`config.mk`:
```
export PLATFORM = sky130hd
export DESIGN_NAME = dual_pid_drive_controller
export DESIGN_NICKNAME = d
export VERILOG_FILES = /design/src/rtl/dpdc_pkg.sv /design/src/rtl/dpdc_seq.sv /design/src/rtl/dual_pid_drive_controller.sv
export VERILOG_INCLUDE_DIRS = /design/src /design/src/rtl
export SDC_FILE = /design/constraint.sdc
export NUM_CORES = 2
export LEC_CHECK = 0
export ABC_AREA = 1
export BUFFER_PORTS_ARGS = -buffer_cell sky130_fd_sc_hd__buf_2
export CORE_AREA = 2 2 466 468
export CTS_CLUSTER_DIAMETER = 200
export DETAILED_ROUTE_END_ITERATION = 10
export DIE_AREA = 0 0 468 470
export HOLD_SLACK_MARGIN = 0.12
export SKIP_CTS_REPAIR_TIMING = 1
export SLEW_MARGIN = 10
export SYNTH_ARGS = -nofsm -noshare
export SYNTH_HDL_FRONTEND = slang
export SYNTH_SLANG_ARGS = --single-unit
export TNS_END_PERCENT = 100
```
`constraint.sdc`:
```
create_clock -name clk -period 14.4 [get_ports clk]
set_clock_uncertainty 0.2 [all_clocks]
set_input_delay 0.72 -clock clk [delete_from_list [all_inputs] [get_ports clk]]
set_output_delay 0.72 -clock clk [all_outputs]
set_load 0.005 [all_outputs]
```
`src/rtl/dual_pid_drive_controller_macros.svh`:
```
// Assertion macros shared by the drive controller RTL
`ifndef DUAL_PID_DRIVE_CONTROLLER_MACROS_SVH
`define DUAL_PID_DRIVE_CONTROLLER_MACROS_SVH
`ifndef SYNTHESIS
// cond must hold at every clock edge out of reset
`define DPDC_ASSERT_ALWAYS(label, cond) \
    label: assert property (@(posedge clk) disable iff (!rst_n) (cond)) \
        else $error("dpdc: invariant violated");
// cons must hold in the same cycle as ante
`define DPDC_ASSERT_IMPLIES(label, ante, cons) \
    label: assert property (@(posedge clk) disable iff (!rst_n) (ante) |-> (cons)) \
        else $error("dpdc: same-cycle implication violated");
// cons must hold in the cycle after ante
`define DPDC_ASSERT_NEXT(label, ante, cons) \
    label: assert property (@(posedge clk) disable iff (!rst_n) (ante) |=> (cons)) \
        else $error("dpdc: next-cycle implication violated");
`else
`define DPDC_ASSERT_ALWAYS(label, cond)
`define DPDC_ASSERT_IMPLIES(label, ante, cons)
`define DPDC_ASSERT_NEXT(label, ante, cons)
`endif
`endif

```
`src/rtl/dpdc_pkg.sv`:
```
// Types, constants, microcode and saturation helpers for the drive controller
package dpdc_pkg;

    // Configuration register indexes
    localparam logic [2:0] REG_TARGET_DIST = 3'd0;
    localparam logic [2:0] REG_TARGET_HEAD = 3'd1;
    localparam logic [2:0] REG_DIST_KP     = 3'd2;
    localparam logic [2:0] REG_DIST_KI     = 3'd3;
    localparam logic [2:0] REG_DIST_KD     = 3'd4;
    localparam logic [2:0] REG_HEAD_KP     = 3'd5;
    localparam logic [2:0] REG_HEAD_KI     = 3'd6;
    localparam logic [2:0] REG_HEAD_KD     = 3'd7;

    // Gain reset values, 16 fractional bits
    localparam logic [15:0] DIST_KP_RST = 16'd786;
    localparam logic [15:0] DIST_KI_RST = 16'd131;
    localparam logic [15:0] DIST_KD_RST = 16'd786;
    localparam logic [15:0] HEAD_KP_RST = 16'd1966;
    localparam logic [15:0] HEAD_KI_RST = 16'd1311;
    localparam logic [15:0] HEAD_KD_RST = 16'd655;

    // cm per degree of wheel rotation, Q0.32
    localparam logic signed [29:0] CM_PER_DEG = 30'sd511704715;
    // Rounding bias for the >>33 of the position product
    localparam logic signed [63:0] POS_ROUND  = 64'sh0000_0001_0000_0000;
    // Stop tolerance: error magnitude must exceed this (0.3 cm)
    localparam logic signed [31:0] TOL        = 32'sd19660;
    // Correction margin, 3 degrees
    localparam logic signed [31:0] MARGIN     = 32'sd196608;
    // Drive limit, 12 V
    localparam logic signed [20:0] VMAX       = 21'sd786432;

    typedef logic [3:0] step_t;

    // Program step addresses
    localparam step_t STEP_IDLE     = 4'd0;
    localparam step_t STEP_POS      = 4'd1;
    localparam step_t STEP_HERR_KP  = 4'd2;
    localparam step_t STEP_HDER_KD  = 4'd3;
    localparam step_t STEP_HSUM_LO  = 4'd4;
    localparam step_t STEP_HSUM_HI  = 4'd5;
    localparam step_t STEP_DERR_KP  = 4'd6;
    localparam step_t STEP_DDER_KD  = 4'd7;
    localparam step_t STEP_DSUM_LO  = 4'd8;
    localparam step_t STEP_DSUM_HI  = 4'd9;
    localparam step_t STEP_DSUM_ACC = 4'd10;
    localparam step_t STEP_EMIT     = 4'd11;

    typedef enum logic [1:0] {
        CORR_NONE = 2'd0,
        CORR_CCW  = 2'd1,
        CORR_CW   = 2'd2
    } corr_t;

    typedef enum logic [3:0] {
        A_LRSUM,
        A_HERR,
        A_HDER,
        A_HSUM_LO,
        A_HSUM_HI,
        A_DERR,
        A_DDER,
        A_DSUM_LO,
        A_DSUM_HI
    } a_sel_t;

    typedef enum logic [2:0] {
        B_CM,
        B_HKP,
        B_HKD,
        B_HKI,
        B_DKP,
        B_DKD,
        B_DKI
    } b_sel_t;

    typedef enum logic [1:0] {
        P_HOLD,
        P_LOAD,
        P_ADD_HI
    } p_op_t;

    typedef enum logic [1:0] {
        ACC_NONE,
        ACC_TURN,
        ACC_LAT
    } acc_op_t;

    typedef enum logic [1:0] {
        J_NEXT,
        J_GOTO,
        J_DISPATCH,
        J_WAIT_OUT
    } jump_t;

    // One control word of the program
    typedef struct packed {
        a_sel_t  a_sel;
        b_sel_t  b_sel;
        p_op_t   p_op;
        acc_op_t acc_op;
        logic    upd_derr;
        logic    upd_head;
        logic    upd_dist;
        logic    emit;
        jump_t   jump;
        step_t   target;
    } ctrl_t;

    // Sequencer status inputs
    typedef struct packed {
        logic start;
        logic run;
        logic hold;
    } seq_in_t;

    // Program ROM
    function automatic ctrl_t ucode(input step_t step);
        ctrl_t c;
        c.a_sel    = A_LRSUM;
        c.b_sel    = B_CM;
        c.p_op     = P_HOLD;
        c.acc_op   = ACC_NONE;
        c.upd_derr = 1'b0;
        c.upd_head = 1'b0;
        c.upd_dist = 1'b0;
        c.emit     = 1'b0;
        c.jump     = J_NEXT;
        c.target   = STEP_IDLE;
        unique case (step)
            STEP_IDLE: begin
                c.jump = J_DISPATCH;
            end
            STEP_POS: begin
                c.a_sel = A_LRSUM;
                c.b_sel = B_CM;
                c.p_op  = P_LOAD;
            end
            STEP_HERR_KP: begin
                c.a_sel    = A_HERR;
                c.b_sel    = B_HKP;
                c.p_op     = P_LOAD;
                c.upd_derr = 1'b1;
                c.upd_head = 1'b1;
            end
            STEP_HDER_KD: begin
                c.a_sel    = A_HDER;
                c.b_sel    = B_HKD;
                c.p_op     = P_LOAD;
                c.acc_op   = ACC_TURN;
                c.upd_dist = 1'b1;
            end
            STEP_HSUM_LO: begin
                c.a_sel  = A_HSUM_LO;
                c.b_sel  = B_HKI;
                c.p_op   = P_LOAD;
                c.acc_op = ACC_TURN;
            end
            STEP_HSUM_HI: begin
                c.a_sel = A_HSUM_HI;
                c.b_sel = B_HKI;
                c.p_op  = P_ADD_HI;
            end
            STEP_DERR_KP: begin
                c.a_sel  = A_DERR;
                c.b_sel  = B_DKP;
                c.p_op   = P_LOAD;
                c.acc_op = ACC_TURN;
            end
            STEP_DDER_KD: begin
                c.a_sel  = A_DDER;
                c.b_sel  = B_DKD;
                c.p_op   = P_LOAD;
                c.acc_op = ACC_LAT;
            end
            STEP_DSUM_LO: begin
                c.a_sel  = A_DSUM_LO;
                c.b_sel  = B_DKI;
                c.p_op   = P_LOAD;
                c.acc_op = ACC_LAT;
            end
            STEP_DSUM_HI: begin
                c.a_sel = A_DSUM_HI;
                c.b_sel = B_DKI;
                c.p_op  = P_ADD_HI;
            end
            STEP_DSUM_ACC: begin
                c.acc_op = ACC_LAT;
            end
            STEP_EMIT: begin
                c.emit   = 1'b1;
                c.jump   = J_WAIT_OUT;
                c.target = STEP_IDLE;
            end
            default: begin
                c.jump   = J_GOTO;
                c.target = STEP_IDLE;
            end
        endcase
        return c;
    endfunction

    // Saturate 33-bit signed to 32 bits
    function automatic logic signed [31:0] sat32(input logic signed [32:0] x);
        logic signed [31:0] r;
        if (x[32] != x[31]) begin
            r = x[32] ? 32'sh8000_0000 : 32'sh7FFF_FFFF;
        end else begin
            r = x[31:0];
        end
        return r;
    endfunction

    // Saturate 49-bit signed to 48 bits
    function automatic logic signed [47:0] sat48(input logic signed [48:0] x);
        logic signed [47:0] r;
        if (x[48] != x[47]) begin
            r = x[48] ? 48'sh8000_0000_0000 : 48'sh7FFF_FFFF_FFFF;
        end else begin
            r = x[47:0];
        end
        return r;
    endfunction

    // Clamp a drive sum to +/-12 V
    function automatic logic signed [20:0] sat_drive(input logic signed [50:0] x);
        logic signed [20:0] r;
        if (x > 51'(VMAX)) begin
            r = VMAX;
        end else if (x < -51'(VMAX)) begin
            r = -VMAX;
        end else begin
            r = x[20:0];
        end
        return r;
    endfunction

endpackage

```
`src/rtl/dpdc_seq.sv`:
```
// Microcode sequencer: step counter, program ROM and jump logic
module dpdc_seq (
    input  logic              clk,
    input  logic              rst_n,
    input  dpdc_pkg::seq_in_t stat,
    output dpdc_pkg::ctrl_t   ctrl,
    output logic              idle
);

    dpdc_pkg::step_t step_reg;
    dpdc_pkg::step_t step_next;

    // Control word of the current step
    assign ctrl = dpdc_pkg::ucode(step_reg);
    assign idle = (step_reg == dpdc_pkg::STEP_IDLE);

    // Next step address
    always_comb
    begin
        step_next = step_reg;
        unique case (ctrl.jump)
            dpdc_pkg::J_NEXT: begin
                step_next = step_reg + 4'd1;
            end
            dpdc_pkg::J_GOTO: begin
                step_next = ctrl.target;
            end
            dpdc_pkg::J_DISPATCH: begin
                // running ticks enter the program, finished ticks go to emit
                if (stat.start) begin
                    step_next = stat.run ? dpdc_pkg::STEP_POS : dpdc_pkg::STEP_EMIT;
                end
            end
            dpdc_pkg::J_WAIT_OUT: begin
                if (!stat.hold) begin
                    step_next = ctrl.target;
                end
            end
            default: begin
                step_next = dpdc_pkg::STEP_IDLE;
            end
        endcase
    end

    always_ff @(posedge clk or negedge rst_n)
    begin
        if (!rst_n) begin
            step_reg <= dpdc_pkg::STEP_IDLE;
        end else begin
            step_reg <= step_next;
        end
    end

endmodule

```
`src/rtl/dual_pid_drive_controller.sv`:
```
// Dual PID drive controller: one result word per accepted tick word.
// A running tick goes through the full program; a finished tick goes straight to the emit step.
// One tick word at a time: a new word is taken only once the sequencer is back in idle,
// as the one shared 34x30 multiplier is stepped by the microcode through seven products.
// A stalled result holds the next one in the emit step, and no new word is taken meanwhile.
// Reset (rst_n, async): registers to defaults, loop state cleared, no result pending.
`include "dual_pid_drive_controller_macros.svh"

module dual_pid_drive_controller (
    input  logic               clk,
    input  logic               rst_n,
    // tick word in
    input  logic               in_valid,
    output logic               in_stall,
    input  logic               restart,
    input  logic signed [31:0] left_angle,
    input  logic signed [31:0] right_angle,
    input  logic signed [31:0] heading,
    // result word out
    output logic               out_valid,
    input  logic               out_stall,
    output logic signed [20:0] left_drive,
    output logic signed [20:0] right_drive,
    output logic               done_res,
    output logic [1:0]         correction,
    // register writes
    input  logic               cfg_valid,
    output logic               cfg_ready,
    input  logic [2:0]         cfg_index,
    input  logic [31:0]        cfg_data
);

    // Configuration registers
    logic signed [31:0] target_dist_reg;
    logic signed [31:0] target_head_reg;
    logic [15:0]        dist_kp_reg;
    logic [15:0]        dist_ki_reg;
    logic [15:0]        dist_kd_reg;
    logic [15:0]        head_kp_reg;
    logic [15:0]        head_ki_reg;
    logic [15:0]        head_kd_reg;

    // Loop state
    logic signed [31:0] check_err_reg;
    logic signed [31:0] prev_derr_reg;
    logic signed [47:0] dsum_reg;
    logic signed [31:0] prev_herr_reg;
    logic signed [47:0] hsum_reg;
    logic               finished_reg;

    // Working registers
    logic signed [32:0] lrsum_reg;
    logic signed [31:0] herr_reg;
    logic signed [32:0] hder_reg;
    logic signed [31:0] derr_reg;
    logic signed [32:0] dder_reg;
    logic signed [63:0] prod_reg;
    logic signed [49:0] turn_reg;
    logic signed [49:0] lat_reg;
    logic               fin_tick_reg;
    dpdc_pkg::corr_t    corr_reg;

    // Output register
    logic               out_valid_reg;
    logic signed [20:0] left_drive_reg;
    logic signed [20:0] right_drive_reg;
    logic               done_reg;
    dpdc_pkg::corr_t    corr_out_reg;

    dpdc_pkg::ctrl_t    ctrl;
    dpdc_pkg::seq_in_t  seq_stat;
    logic               seq_idle;
    logic               in_accept;
    logic               out_hold;

    // Accept-time decision
    logic signed [31:0] chk_eff;
    logic               fin_eff;
    logic               running;
    dpdc_pkg::corr_t    corr_now;
    logic signed [31:0] herr_now;

    // Datapath
    logic signed [33:0] a_op;
    logic signed [29:0] b_op;
    logic signed [63:0] mul;
    logic signed [63:0] pos_sum;
    logic signed [30:0] pos;
    logic signed [31:0] derr_now;
    logic signed [47:0] prod_term;
    logic signed [50:0] lat_minus;
    logic signed [50:0] lat_plus;

    // Handshakes
    assign cfg_ready = 1'b1;
    assign in_stall  = !seq_idle;
    assign in_accept = in_valid && !in_stall;
    assign out_hold  = out_valid_reg && out_stall;

    assign seq_stat.start = in_accept;
    assign seq_stat.run   = running;
    assign seq_stat.hold  = out_hold;

    dpdc_seq u_seq (
        .clk   (clk),
        .rst_n (rst_n),
        .stat  (seq_stat),
        .ctrl  (ctrl),
        .idle  (seq_idle)
    );

    // Continue test on the error left by the last tick (after any restart)
    assign chk_eff = restart ? target_dist_reg : check_err_reg;
    assign fin_eff = restart ? 1'b0 : finished_reg;
    assign running = !fin_eff &&
                     ((chk_eff > dpdc_pkg::TOL && target_dist_reg > 32'sd0) ||
                      (chk_eff < -dpdc_pkg::TOL && target_dist_reg < 32'sd0));

    // Correction direction from this tick's heading
    always_comb
    begin
        priority if (heading > dpdc_pkg::MARGIN) begin
            corr_now = dpdc_pkg::CORR_CCW;
        end else if (heading < -dpdc_pkg::MARGIN) begin
            corr_now = dpdc_pkg::CORR_CW;
        end else begin
            corr_now = dpdc_pkg::CORR_NONE;
        end
    end

    assign herr_now = dpdc_pkg::sat32(33'(heading) - 33'(target_head_reg));

    // Multiplier operand A
    always_comb
    begin
        unique case (ctrl.a_sel)
            dpdc_pkg::A_LRSUM:   a_op = 34'(lrsum_reg);
            dpdc_pkg::A_HERR:    a_op = 34'(herr_reg);
            dpdc_pkg::A_HDER:    a_op = 34'(hder_reg);
            dpdc_pkg::A_HSUM_LO: a_op = {10'd0, hsum_reg[23:0]};
            dpdc_pkg::A_HSUM_HI: a_op = 34'($signed(hsum_reg[47:24]));
            dpdc_pkg::A_DERR:    a_op = 34'(derr_reg);
            dpdc_pkg::A_DDER:    a_op = 34'(dder_reg);
            dpdc_pkg::A_DSUM_LO: a_op = {10'd0, dsum_reg[23:0]};
            dpdc_pkg::A_DSUM_HI: a_op = 34'($signed(dsum_reg[47:24]));
            default:             a_op = 34'sd0;
        endcase
    end

    // Multiplier operand B
    always_comb
    begin
        unique case (ctrl.b_sel)
            dpdc_pkg::B_CM:  b_op = dpdc_pkg::CM_PER_DEG;
            dpdc_pkg::B_HKP: b_op = {14'd0, head_kp_reg};
            dpdc_pkg::B_HKD: b_op = {14'd0, head_kd_reg};
            dpdc_pkg::B_HKI: b_op = {14'd0, head_ki_reg};
            dpdc_pkg::B_DKP: b_op = {14'd0, dist_kp_reg};
            dpdc_pkg::B_DKD: b_op = {14'd0, dist_kd_reg};
            dpdc_pkg::B_DKI: b_op = {14'd0, dist_ki_reg};
            default:         b_op = 30'sd0;
        endcase
    end

    // Shared multiplier
    assign mul = 64'(a_op) * 64'(b_op);

    // Position in cm, rounded, from the encoder product
    assign pos_sum  = prod_reg + dpdc_pkg::POS_ROUND;
    assign pos      = pos_sum[63:33];
    assign derr_now = dpdc_pkg::sat32(33'(target_dist_reg) - 33'(pos));

    // Product floored by 16 fractional bits
    assign prod_term = prod_reg[63:16];

    assign lat_minus = 51'(lat_reg) - 51'(turn_reg);
    assign lat_plus  = 51'(lat_reg) + 51'(turn_reg);

    // Configuration writes
    always_ff @(posedge clk or negedge rst_n)
    begin
        if (!rst_n) begin
            target_dist_reg <= 32'sd0;
            target_head_reg <= 32'sd0;
            dist_kp_reg     <= dpdc_pkg::DIST_KP_RST;
            dist_ki_reg     <= dpdc_pkg::DIST_KI_RST;
            dist_kd_reg     <= dpdc_pkg::DIST_KD_RST;
            head_kp_reg     <= dpdc_pkg::HEAD_KP_RST;
            head_ki_reg     <= dpdc_pkg::HEAD_KI_RST;
            head_kd_reg     <= dpdc_pkg::HEAD_KD_RST;
        end else if (cfg_valid && cfg_ready) begin
            unique case (cfg_index)
                dpdc_pkg::REG_TARGET_DIST: target_dist_reg <= cfg_data;
                dpdc_pkg::REG_TARGET_HEAD: target_head_reg <= cfg_data;
                dpdc_pkg::REG_DIST_KP:     dist_kp_reg     <= cfg_data[15:0];
                dpdc_pkg::REG_DIST_KI:     dist_ki_reg     <= cfg_data[15:0];
                dpdc_pkg::REG_DIST_KD:     dist_kd_reg     <= cfg_data[15:0];
                dpdc_pkg::REG_HEAD_KP:     head_kp_reg     <= cfg_data[15:0];
                dpdc_pkg::REG_HEAD_KI:     head_ki_reg     <= cfg_data[15:0];
                dpdc_pkg::REG_HEAD_KD:     head_kd_reg     <= cfg_data[15:0];
                default: ;
            endcase
        end
    end

    // Loop state: cleared by restart, updated by the program
    always_ff @(posedge clk or negedge rst_n)
    begin
        if (!rst_n) begin
            check_err_reg <= 32'sd0;
            prev_derr_reg <= 32'sd0;
            dsum_reg      <= 48'sd0;
            prev_herr_reg <= 32'sd0;
            hsum_reg      <= 48'sd0;
            finished_reg  <= 1'b0;
        end else if (in_accept) begin
            if (restart) begin
                check_err_reg <= target_dist_reg;
                prev_derr_reg <= 32'sd0;
                dsum_reg      <= 48'sd0;
                prev_herr_reg <= 32'sd0;
                hsum_reg      <= 48'sd0;
                finished_reg  <= 1'b0;
            end
            if (!running) begin
                finished_reg <= 1'b1;
            end
        end else begin
            if (ctrl.upd_head) begin
                hsum_reg      <= dpdc_pkg::sat48(49'(hsum_reg) + 49'(herr_reg));
                prev_herr_reg <= herr_reg;
            end
            if (ctrl.upd_dist) begin
                dsum_reg      <= dpdc_pkg::sat48(49'(dsum_reg) + 49'(derr_reg));
                prev_derr_reg <= derr_reg;
                check_err_reg <= derr_reg;
            end
        end
    end

    // Working datapath registers
    always_ff @(posedge clk)
    begin
        if (in_accept) begin
            lrsum_reg    <= 33'(left_angle) + 33'(right_angle);
            herr_reg     <= herr_now;
            turn_reg     <= 50'sd0;
            lat_reg      <= 50'sd0;
            fin_tick_reg <= !running;
            corr_reg     <= running ? dpdc_pkg::CORR_NONE : corr_now;
        end else begin
            // product register
            unique case (ctrl.p_op)
                dpdc_pkg::P_LOAD:   prod_reg <= mul;
                dpdc_pkg::P_ADD_HI: prod_reg <= prod_reg + {mul[39:0], 24'd0};
                default: ;
            endcase
            // term accumulators
            unique case (ctrl.acc_op)
                dpdc_pkg::ACC_TURN: turn_reg <= turn_reg + 50'(prod_term);
                dpdc_pkg::ACC_LAT:  lat_reg  <= lat_reg + 50'(prod_term);
                default: ;
            endcase
            if (ctrl.upd_derr) begin
                derr_reg <= derr_now;
            end
            if (ctrl.upd_head) begin
                hder_reg <= 33'(herr_reg) - 33'(prev_herr_reg);
            end
            if (ctrl.upd_dist) begin
                dder_reg <= 33'(derr_reg) - 33'(prev_derr_reg);
            end
        end
    end

    // Result word valid
    always_ff @(posedge clk or negedge rst_n)
    begin
        if (!rst_n) begin
            out_valid_reg <= 1'b0;
        end else if (ctrl.emit && !out_hold) begin
            out_valid_reg <= 1'b1;
        end else if (!out_stall) begin
            out_valid_reg <= 1'b0;
        end
    end

    // Result word payload
    always_ff @(posedge clk)
    begin
        if (ctrl.emit && !out_hold) begin
            left_drive_reg  <= fin_tick_reg ? 21'sd0 : dpdc_pkg::sat_drive(lat_minus);
            right_drive_reg <= fin_tick_reg ? 21'sd0 : dpdc_pkg::sat_drive(lat_plus);
            done_reg        <= fin_tick_reg;
            corr_out_reg    <= corr_reg;
        end
    end

    assign out_valid   = out_valid_reg;
    assign left_drive  = left_drive_reg;
    assign right_drive = right_drive_reg;
    assign done_res    = done_reg;
    assign correction  = corr_out_reg;

    // Checks
    `DPDC_ASSERT_NEXT(a_accept_busy, in_accept, !seq_idle)
    `DPDC_ASSERT_IMPLIES(a_done_zero_drive, out_valid && done_res, left_drive == 21'sd0 && right_drive == 21'sd0)
    `DPDC_ASSERT_IMPLIES(a_corr_with_done, out_valid && correction != dpdc_pkg::CORR_NONE, done_res)
    `DPDC_ASSERT_IMPLIES(a_drive_range, out_valid, left_drive >= -dpdc_pkg::VMAX && left_drive <= dpdc_pkg::VMAX && right_drive >= -dpdc_pkg::VMAX && right_drive <= dpdc_pkg::VMAX)

endmodule

```
# Word level (Yosys, flattened, before mapping)
# Cells that the tools add are included.
[word_totals] reg_bits=733 latch_bits=0 mem_bits_rw=0 mem_bits_ro=0 input_bits=137 word_cells=193 memories=0
[classes] n_addsub=14 n_mul=1 div_mod_pow=0 n_lt_le_gt_ge=10 eq_ne=47 n_shift=0 n_mux=43 bitwise_logic=1 n_reduce_logical=42
[op_table] cell="2-to-1 mux 48 bit" n=9
[op_table] cell="2-to-1 mux 32 bit" n=11
[op_table] cell="one-hot mux 34 bit (9 select lines)" n=1
[op_table] cell="one-hot mux 29 bit (7 select lines)" n=1
[op_table] cell="one-hot mux 64 bit (2 select lines)" n=1
[op_table] cell="> comparator 51 x 21 -> 1 bit, second input constant" n=2
[op_table] cell="less-than comparator 51 x 21 -> 1 bit, second input constant" n=2
[op_table] cell="adder 50 x 48 -> 50 bit" n=2
[op_table] cell="subtractor 32 x 32 -> 33 bit" n=3
[op_table] cell="adder 48 x 32 -> 49 bit" n=2
[op_table] cell="one-hot mux 9 bit (9 select lines)" n=1
[op_table] cell="adder 64 x 34 -> 64 bit, second input constant" n=1
[op_table] cell="adder 64 bit" n=1
[op_table] cell="multiplier 34 x 30 -> 64 bit" n=1
[op_table] cell="adder 50 x 50 -> 51 bit" n=1
[op_table] cell="subtractor 50 x 50 -> 51 bit" n=1
[op_table] cell="2-to-1 mux 21 bit" n=2
[op_table] cell="2-to-1 mux 20 bit" n=2
[op_table] cell="adder 32 x 32 -> 33 bit" n=1
[op_table] cell="subtractor 32 x 31 -> 33 bit" n=1
[op_table] cell="equality test 4 x 3 -> 1 bit, second input constant" n=8
[op_table] cell="> comparator 32 x 1 -> 1 bit, second input constant" n=1
[op_table] cell="> comparator 32 x 16 -> 1 bit, second input constant" n=1
[op_table] cell="> comparator 32 x 19 -> 1 bit, second input constant" n=1
[op_table] cell="33 further kinds" n=101

# Logic depth before layout (Yosys ltp)
[depth] word_depth=8 depth_mapped=57 ltp_nobuf=55

# Modules after synthesis
# Synthesis repeated with hierarchy kept, for this count alone.
[unflattened] cells_unflattened=13015 area_unflattened_um2=94743.4
[modules_own_cells] module="dual_pid_drive_controller" instances=1 cells_per_inst=12928 area_per_inst_um2=94181.6
[modules_own_cells] module="dpdc_seq" instances=1 cells_per_inst=87 area_per_inst_um2=561.8

# Worst setup path before layout
# No wires, ideal clock.
[synth_timing] kind="flip-flop to flip-flop" start="register u_seq.step_reg[1]" end="register prod_reg[63], data pin" arrival_time_ps=9620 required_time_ps=13940 slack_ps=4320 stages_incl_launch_ff=54 n_path_buf=2 synth_period_minus_slack_ps=10080 cell_sequence="dfrtp_1 -> inv_1 -> ha_1 -> inv_1 -> nor2_4 -> inv_2 -> nand2_4 -> inv_2 -> nand3_2 -> nor2_4 -> inv_2 -> nor2_4 -> buf_6 -> nand2_1 -> o21ai_1 -> a211oi_2 -> o2111ai_2 -> buf_4 -> (+18 left out) -> nor4_1 -> nand2_1 -> nand2_1 -> a21oi_1 -> o21ai_0 -> a21oi_1 -> xnor2_1 -> ha_1 -> nand2_1 -> nor3_1 -> nand2_1 -> nor4_1 -> nand2_1 -> nand4_1 -> a31oi_1 -> xor2_1 -> nand2_1 -> o21ai_0"
[synth_between] elab_chain_cells=7 word_cells_on_any_way=33
[synth_lines] element="start, declared" line="dpdc_seq.sv:10" source="dpdc_pkg::step_t step_reg;"
[synth_lines] element="start signal, assigned" line="dpdc_seq.sv:48" source="step_reg <= dpdc_pkg::STEP_IDLE;"
[synth_lines] element="start signal, assigned" line="dpdc_seq.sv:50" source="step_reg <= step_next;"
[synth_lines] element="equality test 4 bit, or another cell as far along" line="dpdc_pkg.sv:130" source="unique case (step)"
[synth_lines] element="one-hot mux 9 bit (9 select lines) (*)" line="dpdc_pkg.sv:130"
[synth_lines] element="equality test 4 bit, or another cell as far along" line="dual_pid_drive_controller.sv:136" source="unique case (ctrl.a_sel)"
[synth_lines] element="one-hot mux 34 bit (9 select lines) or one-hot mux 29 bit (7 select lines) (tied branches)" line="dual_pid_drive_controller.sv:136, dual_pid_drive_controller.sv:153"
[synth_lines] element="multiplier 34 x 30 -> 64 bit" line="dual_pid_drive_controller.sv:166" source="assign mul = 64'(a_op) * 64'(b_op);"
[synth_lines] element="adder 64 bit" line="dual_pid_drive_controller.sv:255" source="dpdc_pkg::P_ADD_HI: prod_reg <= prod_reg + {mul[39:0], 24'd0};"
[synth_lines] element="one-hot mux 64 bit (2 select lines) (*)" line="dual_pid_drive_controller.sv:253" source="unique case (ctrl.p_op)"
[synth_lines] element="end signal, assigned" line="dual_pid_drive_controller.sv:254" source="dpdc_pkg::P_LOAD: prod_reg <= mul;"
[synth_lines] element="end signal, assigned" line="dual_pid_drive_controller.sv:255"
[synth_lines] element="end, declared" line="dual_pid_drive_controller.sv:57" source="logic signed [63:0] prod_reg;"
# Mark *: on every way between the ends. The rest lies on a longest branch, timed or not.
# A chain may end at the register's enable or synchronous reset.

# Worst setup path in the final report
# Ends and elaborated chain as after synthesis.

==> flow_summary_export.csv <==
group,metric,value,unit
layout,num-nets-final,14813,
clock_tree,clock_latency,0.81,ns
critical_path,worst_ep_required_time,14.67,ns
critical_path,r2r_slack,1.32,ns
sta,finalSetupViolCount,0,
layout,fillers,22245,
clock_tree,cts_buffer_depth,3,
clock_tree,cts.htree.levels,3,
critical_path,r2r_end,"prod_reg[63]$_DFFE_PP_",
sta,finalMaxSlewViolations,0,
detailed_routing,dr.pass1.iters,6,
yosys,synth_area_leaders,"fa_1 20%, nand2_1 12%, inv_1 11%, ha_1 9.2%, dfrtp_1 8.6%",
global_route,gr-usage-all-layers,0.3696,
yosys,netlist_area,0.09432,sq mm
layout,syn_to_final_growth,8.061,%
critical_path,critPathSlowestCell,"a221oi_1",
detailed_routing,finalWirelength,408400,um
floorplanning,core,0.2157,sq mm
place,dp.cells,15785,
critical_path,cp_common_cell,"inv_1",
place,io_buffer_count,183,
sta,timing.slew.headroom,0.1211,
clock_tree,cts_tree,"yes",
yosys,synth_seq_cells,717,
worst_hold_path,hold_start,"cfg_data[27]",
yosys,synth.most_common_cell,"nand2_1",
sta,layout_setup_ws,1.316,ns
detailed_routing,drt-initial-drc-count,8750,
floorplanning,ios,185,
global_route,grt-ovfl-total,0,
global_route,grt_pass1_vias,87758,
detailed_routing,dr.max_layer_used,"met5",
global_route,antenna_found_initial,38,
sta,finalSetupTns,0,ns
place,postPlaceCellArea,0.09832,sq mm
yosys,yosys.cell_types.count,78,
critical_path,critPathLaunchType,"register",
yosys,synth_ff_type,"dfrtp_1",
floorplanning,die_w,468,um
floorplanning,start_util,0.4373,
place,gp_congestion,1.055,
place,dp_hpwl,343300,um
yosys,synth_nets,14684,
layout,drive_gt1_frac,0.05317,
yosys,synth-edff-count,259,
yosys,yosysSeqAreaShare,0.1991,
detailed_routing,wl_met3,33920,um
detailed_routing,drc,0,
floorplanning,die_h,470,um
detailed_routing,wl_met2,179700,um
detailed_routing,wl_met1,168000,um
global_route,grt_max_degree,145,
yosys,synthTopCellsByCount,"3013 x nand2_1, 2867 x inv_1, 991 x nor2_1",
worst_hold_path,hold_end,"target_dist_reg[27]$_DFFE_PN0P_",
clock_tree,cts-buffers-inserted,94,
critical_path,critPathArrivalTime,13.35,ns
clock_tree,cts_root_buf,"clkbuf_16",
yosys,syn_inst,12921,
layout,fin_cells,15995,
detailed_routing,vias,88463,
worst_hold_path,min_path_type,"primary input to register",
detailed_routing,via_per_inst,5.531,
sta,max_freq,76.43,MHz
floorplanning,dieArea,0.2200,sq mm
critical_path,cpPeakStageDelay,0.83,ns
clock_tree,path_clk_slew,0.06,ns
critical_path,reg2reg_from,"u_seq.step_reg[1]$_DFFE_PN0P_",
critical_path,path_class,"register to register",
place,dp_slack,1.504,ns
detailed_routing,wl_per_cell,25.53,um
yosys,synth_top_area_cell,"fa_1",
yosys,ys.warnings.count,0,
sta,finalHoldViolCount,0,
critical_path,crit_fanout,31,
global_route,grt_pass1_wl,595000,um
sta,fin_crit,13.08,ns
sta,worstMarginPinSlew,1.305,ns
critical_path,ff2ff_path_depth,50,
layout,stdcell_area,0.1019,sq mm
floorplanning,rows,171,
sta,rsz0062_at_grt,"no",
yosys,netlist.area_leader.share,0.1980,
yosys,avgSynthCellArea,7.300,sq um
worst_hold_path,min_path_cells,3,
sta,layout_worst_path_cycle_share,0.9086,
detailed_routing,ant_nets,0,
yosys,synth-async-reset-ratio,0.4993,
critical_path,end_kind,"register",
flow_run,drv_cap,0,
clock_tree,cts_num_sinks,717,
status,outcome,"completed",
[cells by family (layout without fill, tap and decap cells)]
logic type,Yosys count,after routing,synth area share
AO/OA/AOI/OAI,2205,2205,0.1340
AND/OR/NAND/NOR,4733,4733,0.2048
adder cells (fa/ha/maj),1626,1626,0.2900
other,1,14,0.00003976
multiplexers,3,3,0.0003184
buffers and inverters,3208,3415,0.1320
flip-flops,717,717,0.1991
XOR/XNOR,428,428,0.03982
[placed cells by master (no fill, tap or decap), drive strengths merged, types with 120 or more instances in the layout]
| cell | synthesis | final |
|---|---|---|
| nand2 | 3035 | 3035 |
| inv | 2914 | 2921 |
| nor2 | 1031 | 1031 |
| fa | 933 | 933 |
| o21ai | 830 | 830 |
| a21oi | 800 | 800 |
| ha | 693 | 693 |
| nand3 | 332 | 332 |
| dfrtp | 326 | 326 |
| buf | 183 | 302 |
| xor2 | 274 | 274 |
| edfxtp | 259 | 259 |
| xnor2 | 154 | 154 |
| clkbuf | 109 | 127 |
| nand4 | 120 | 120 |
[cell type report]
cell class / count / area (sq um) / area share
Multi-Input combinational cell: 8996 / 63210 / 0.6201
Sequential cell: 717 / 18780 / 0.1842
Inverter: 2916 / 10950 / 0.1075
Tap cell: 2854 / 3571 / 0.03504
Clock buffer: 127 / 2710 / 0.02659
Timing Repair Buffer: 325 / 2062 / 0.02023
Clock inverter: 47 / 610.6 / 0.005991
Antenna cell: 13 / 32.53 / 0.0003192
[worst max path at each step]
| stage | from | to | slack [ns] |
|---|---|---|---|
| 2_1_floorplan | u_seq.step_reg[1]$_DFFE_PN0P_ | prod_reg[63]$_DFFE_PP_ | 4.32 |
| 3_3_place_gp | u_seq.step_reg[1]$_DFFE_PN0P_ | prod_reg[63]$_DFFE_PP_ | 1.58 |
| 3_5_place_dp | u_seq.step_reg[1]$_DFFE_PN0P_ | prod_reg[63]$_DFFE_PP_ | 1.50 |
| 4_1_cts | u_seq.step_reg[1]$_DFFE_PN0P_ | prod_reg[63]$_DFFE_PP_ | 1.39 |
| 5_1_grt | u_seq.step_reg[0]$_DFFE_PN0P_ | prod_reg[63]$_DFFE_PP_ | 0.68 |
| 6_report | u_seq.step_reg[1]$_DFFE_PN0P_ | prod_reg[63]$_DFFE_PP_ | 1.32 |
[worst max-delay path: cells and delay by family (launching register included)]
kind,cells,cell delay [ns]
AO/OA/AOI/OAI,7,1.95
XOR/XNOR,2,0.42
adder cells (fa/ha/maj),11,5.16
buffers and inverters,13,1.23
flip-flops,1,0.43
AND/OR/NAND/NOR,17,3.26
[per-layer routing]
metal | track usage | vias to the layer above
met3 | 0.06513 | 795
li1 | - | 40687
met4 | 0.2009 | 24
met5 | 0 | -
met1 | 0.4907 | 43284
met2 | 0.5712 | 3673
[per-stage QoR]
stage	hold WS (ns)	util
finish	0.1215	0.4726
global route	0.1299	0.4726
CTS	-0.2582	0.4713
detailed placement	0.2227	0.4559
global placement	0.2104	0.4559
floorplan	0.2003	-
Power is not shown: default switching activity piles up to over one toggle a cycle in this logic, so the estimate is an artifact.
